**src/rtl/core/lbm_pkg.sv**
```systemverilog
package lbm_pkg;

  // Sizing
  localparam int NUM_BLOCKS  = 1024;
  localparam int NUM_LISTS   = 64;
  localparam int BLK_AW      = $clog2(NUM_BLOCKS);
  localparam int LINK_W      = $clog2(NUM_BLOCKS + 1);
  localparam int LIST_AW     = (NUM_LISTS > 1) ? $clog2(NUM_LISTS) : 1;

  // Beat field widths
  localparam int LIST_IDX_W  = 6;
  localparam int BLOCK_IDX_W = 10;
  localparam int FIELD_W     = 11;

  // Link value that marks a missing block
  localparam logic [LINK_W-1:0] NONE = LINK_W'(NUM_BLOCKS);

  // Operation codes
  localparam logic OP_APPEND = 1'b0;
  localparam logic OP_REMOVE = 1'b1;

  // Status codes
  localparam logic ST_DONE  = 1'b0;
  localparam logic ST_EMPTY = 1'b1;

  // Per-list record: head, tail and count
  typedef struct packed {
    logic [LINK_W-1:0] head;
    logic [LINK_W-1:0] tail;
    logic [LINK_W-1:0] count;
  } list_rec_t;

  localparam list_rec_t REC_RESET = '{head: NONE, tail: NONE, count: '0};

  // One pending link table write
  typedef struct packed {
    logic              en;
    logic [LINK_W-1:0] addr;
    logic [LINK_W-1:0] data;
  } link_wr_t;

  typedef enum logic [1:0] {
    S_IDLE,
    S_EXEC,
    S_FIN
  } seq_state_t;

endpackage

```
**src/rtl/core/lbm_list_store.sv**
```systemverilog
module lbm_list_store (
  input  logic                      clk,
  input  logic                      rst,
  input  logic                      rd_en,
  input  logic [lbm_pkg::LIST_AW-1:0] rd_addr,
  output lbm_pkg::list_rec_t        rd_rec,
  input  logic                      wr_en,
  input  logic [lbm_pkg::LIST_AW-1:0] wr_addr,
  input  lbm_pkg::list_rec_t        wr_rec
);
  import lbm_pkg::*;

  list_rec_t             mem [NUM_LISTS];
  logic [NUM_LISTS-1:0]  vld;
  list_rec_t             mem_q;
  logic                  vld_q;

  // Record memory
  always_ff @(posedge clk) begin
    if (wr_en) begin
      mem[wr_addr] <= wr_rec;
    end
    if (rd_en) begin
      mem_q <= mem[rd_addr];
    end
  end

  // Track written records; reset marks every list empty at once
  always_ff @(posedge clk) begin
    if (rst) begin
      vld   <= '0;
      vld_q <= 1'b0;
    end else begin
      if (wr_en) begin
        vld[wr_addr] <= 1'b1;
      end
      if (rd_en) begin
        vld_q <= vld[rd_addr];
      end
    end
  end

  // Unwritten records read as an empty list
  assign rd_rec = vld_q ? mem_q : REC_RESET;

endmodule

```
**config.mk**
```make
export PLATFORM = sky130hd
export DESIGN_NAME = lbm_list_store
export DESIGN_NICKNAME = d
export VERILOG_FILES = /design/src/rtl/core/lbm_pkg.sv /design/src/rtl/core/lbm_list_store.sv
export SDC_FILE = /design/constraint.sdc
export NUM_CORES = 2
export LEC_CHECK = 0
export BUFFER_PORTS_ARGS = -buffer_cell sky130_fd_sc_hd__buf_4
export CAP_MARGIN = 20
export CORE_UTILIZATION = 24
export CTS_CLUSTER_DIAMETER = 150
export DETAILED_ROUTE_END_ITERATION = 7
export GPL_TIMING_DRIVEN = 1
export PLACE_DENSITY_LB_ADDON = 0.1
export SLEW_MARGIN = 5
export SYNTH_ARGS = -nofsm -noshare
export SYNTH_HDL_FRONTEND = slang
export SYNTH_SLANG_ARGS = --single-unit
```
**constraint.sdc**
```tcl
create_clock -name clk -period 4.9 [get_ports clk]
set_input_delay 0.245 -clock clk [delete_from_list [all_inputs] [get_ports clk]]
set_output_delay 0.245 -clock clk [all_outputs]
set_load 0.005 [all_outputs]
```
* Yosys cells after proc, flatten, opt, wreduce, memory -nomap -nowiden
Memories as Yosys holds them, arrays and structs flattened. A register that Yosys moved wholly into a read port is not among the register bits.
Cells that the tools add are included.
** Storage, ports and cells
- Flip-flop bits (word level) :: 65
- Memory bits (writable) :: 2112
- Input bits :: 49
- Word-level logic and storage cells :: 15
- Memories kept :: 1
** Memories
- mem :: depth 64, bits a word 33, rd ports 1, clocked after Yosys merged registers in 1, wr ports 1, RTL line lbm_list_store.sv:13 : list_rec_t mem [NUM_LISTS];
** Operators by class
- $lt $le $gt $ge :: 3
- Multiplexer cells :: 7
- Bitwise gates (word level) :: 1
- Reductions and logical operators :: 1
** Operators by type and width (number)
- OR 64 bit :: 1
- 2-to-1 mux 33 bit :: 1
- less-than comparator 6 x 7 -> 1 bit (second input constant) :: 2
- binary-select mux 1 bit (select 6 bit) :: 1
- demux 1 bit (select 6 bit) :: 1
- greater-or-equal comparator 6 x 1 -> 1 bit (second input constant) :: 1
- 2-to-1 mux 1 bit :: 4
- logical AND 1 bit :: 1

* Depth between registers and ports, before layout
- Depth in word-level cells :: 5
- Mapped depth :: 11
- Gate-level depth less buffers :: 5

* Worst setup path after synthesis
No wires, ideal clock.
- Path type :: input to register
- Start point :: input port wr_en
- End point :: memory mem[40][0] (netlist bit) (enable)
- Library setup time :: 0.467 ns
- Data arrival time :: 3.043 ns
- Data required time :: 4.433 ns
- Setup slack :: 1.390 ns
- Stages :: 3
- Path through :: nor2b_1 -> nand3_1 -> nor3_1
** Between the ends
- Word-level cells in the longest chain between the ends :: 2
** RTL lines
- start, declared :: RTL line lbm_list_store.sv:7 : input logic wr_en,
- 2-to-1 mux 1 bit :: RTL line lbm_list_store.sv:20 : if (wr_en) begin
- 2-to-1 mux 1 bit (not written as such) :: RTL line lbm_list_store.sv:21 : mem[wr_addr] <= wr_rec;
- end, declared :: RTL line lbm_list_store.sv:13
No other way between the ends.

==> reports/metrics.yaml <==
critical_path:
  path_max_fanout: 64
  worstSetupStartpointType: "primary input"
  critical_path.endpoint: "mem_q[27]$_DFFE_PP_"
  crit_required_ns: 5.44
  reg2reg_depth: 5
  cp-end-kind: "flop"
  crit_chain: "buf_8 > buf_12 > mux4_2 > mux4_2 > mux2i_1 > mux2i_1"
  critical-path-max-stage-delay_ns: 0.60
  critical_path_arrival_ns: 3.13
  crit_path_start: "rd_addr[0]"
  rr_endpoint: "mem_q[4]$_DFFE_PP_"
  worstReg2RegStart: "mem[23][4]$_DFFE_PP_"
  path_class: "primary input to flop"
  regToRegSetupSlack_ns: 2.54
  cp_slowest_cell: "mux4_2"
grt:
  grtUsageTotal: 0.158
  grt_pass1_vias: 40400
  grt_overflow: 0
  grt_pass1_wl_um: 374000
  antenna_found_initial: 39
  grt_max_degree: 72
logic_synthesis:
  synth_area_leaders: "edfxtp_1, mux4_2, dfxtp_1"
  ys.flop_type: "edfxtp_1"
  avgSynthCellArea_um2: 24.5
  yosysTopAreaCellShare: 0.768
  synth_edf_count: 2145
  synthCells: 3424
  ys_seq_area_frac: 0.784
  ys_types: 33
  yosysTopAreaCell: "edfxtp_1"
  synth_async_sr_flop_share: 0
  ys_ff_latch: 2210
  syn_area_um2: 83900
  synth_nets: 3473
  ys_warn_count: 0
clocking:
  postCtsSetupBuffers: 0
  clk_latency_ns: 0.84
  cts_buffers: 269
  ctsHoldBuffers: 35
  cts_root_buf: "clkbuf_16"
  cts_tree: "yes"
  path_clk_slew_ns: 0.06
  clockBufferDepth: 4
  h-tree-depth: 5
  clkSinkCount: 2210
  cts_resized: 0
power_and_ir_drop:
  ir_drop_mv: 0.235
  power_leakage_uw: 0.0305
  power_uw: 41500
  power_density_nw_per_um2: 414
final_layout:
  regArea_um2: 65700
  drive_above_1_share: 0.339
  final_util: 0.289
  multi_input_area_um2: 17800
  most-common-layout-cells: "edfxtp_1, mux4_2, clkbuf_16"
  mostFrequentLayoutCell: "edfxtp_1"
  fill_cells: 33800
  final_cell_area_um2: 100000
  layout.nets: 3860
  syn2layout_area_growth_pct: 19.5
die:
  dieWidth_um: 593
  die_area_um2: 352000
  core-area_um2: 347000
  die_y_um: 593
  start_util: 0.242
  rows: 216
  ioPinCount: 82
place:
  port_buffers: 81
  hpwl_um: 155000
  gp_congestion: 0.707
  placed_cell_area_um2: 91800
worst_hold_path:
  hold_path.class: "primary input to flop"
timing:
  clock_skew_ns: 0.0371
  post-route-min-period_ns: 2.58
  drv_slew: 0
  max_freq_mhz: 387
  hold_viol_final: 0
  setup_viol: 0
  rsz0062_at_grt: "false"
  slew_headroom: 0.237
  period_share: 0.527
  setup_tns_ns: 0
  tightest_slew_ns: 1.14
drt:
  wl_per_cell_um: 32.4
  dr.pass1.iters: 7
  ant_nets: 0
  vias: 38700
  wl_um: 279000
  avgViaCountPerCell: 4.51
  drt_iter0_drc: 3468
  drc_errors: 0
job:
  drv_cap: 0
status:
  status: "finished clean"
-- sequential cells by signal (all words and copies together) (netlist names) --
signal  cells
mem_q      33
vld_q       1
mem      2112
vld        64
-- cells by family after synthesis --
family	Yosys count	share of synthesized area
AO/OA/AOI/OAI	28	0.00255
buffers and inverters	182	0.00970
flip-flops	2210	0.784
multiplexers	727	0.190
AND/OR/NAND/NOR	277	0.0145
-- cell type report --
cell class              count  area share
multi-input cells        1032       0.178
inverters                   2   0.0000749
diodes                      4   0.0000999
clock inverters           108     0.00783
repair buffers            296      0.0292
flip-flops and latches   2210       0.656
clock buffers             354      0.0722
well taps                4578      0.0572
-- worst min path at each step --
stage | cells past startpoint | start | endpoint | slack, ns
after floorplan | 0 | wr_rec[0] | mem[0][0]$_DFFE_PP_ | 0.34
after global placement | 2 | vld[49]$_SDFFE_PP0P_ | vld[49]$_SDFFE_PP0P_ | 0.45
after detailed placement | 2 | vld[61]$_SDFFE_PP0P_ | vld[61]$_SDFFE_PP0P_ | 0.46
after CTS | 3 | wr_addr[2] | mem[40][4]$_DFFE_PP_ | 0.03
after global routing | 2 | rd_addr[5] | mem_q[25]$_DFFE_PP_ | 0.07
final | 3 | wr_addr[2] | mem[40][4]$_DFFE_PP_ | 0.08
-- synth_stat cells (3+ instances only) --
library cell	count
edfxtp_1	2145
mux4_2	690
nor2_1	184
clkbuf_1	82
buf_2	65
dfxtp_1	65
mux2i_1	35
and2_1	32
buf_1	24
nor2b_1	17
nand2_1	16
nand3_1	9
a211oi_1	7
nand2b_1	7
buf_4	5
nor3_1	5
a31oi_1	4
buf_6	4
o21ba_2	4
a21oi_1	3
-- metrics by stage --
step                setup WS, ns  hold slack, ns  std cells
floorplan                   1.39           0.344       3424
global placement           0.905           0.450       8079
detailed placement         0.980           0.457       8081
CTS                         1.87          0.0323       8578
global route                2.19          0.0711       8582
finish                      2.32          0.0849       8584
-- layer usage --
layer | vias up | share of wire | global-route usage
met3 | 357 | 0.035 | 0.0187
met4 | 0 | 0.021 | 0.0354
met2 | 944 | 0.49 | 0.266
li1 | 15500 | - | -
met1 | 21900 | 0.45 | 0.218
met5 | - | 0 | 0
-- worst max-delay path: cells and delay by family --
family | cells | cell delay (ns)
buffers and inverters | 2 | 0.95
muxes | 4 | 1.74
-- power by group --
| group | leakage (µW) | total, µW | internal [µW] | switching (µW) |
|---|---|---|---|---|
| clock network | 0.00392 | 18600 | 10800 | 7780 |
| logic | 0.00675 | 1900 | 792 | 1110 |
| registers | 0.0198 | 21000 | 20900 | 113 |
| total | 0.0305 | 41500 | 32500 | 9010 |
Power figures use the tool's default switching activity.
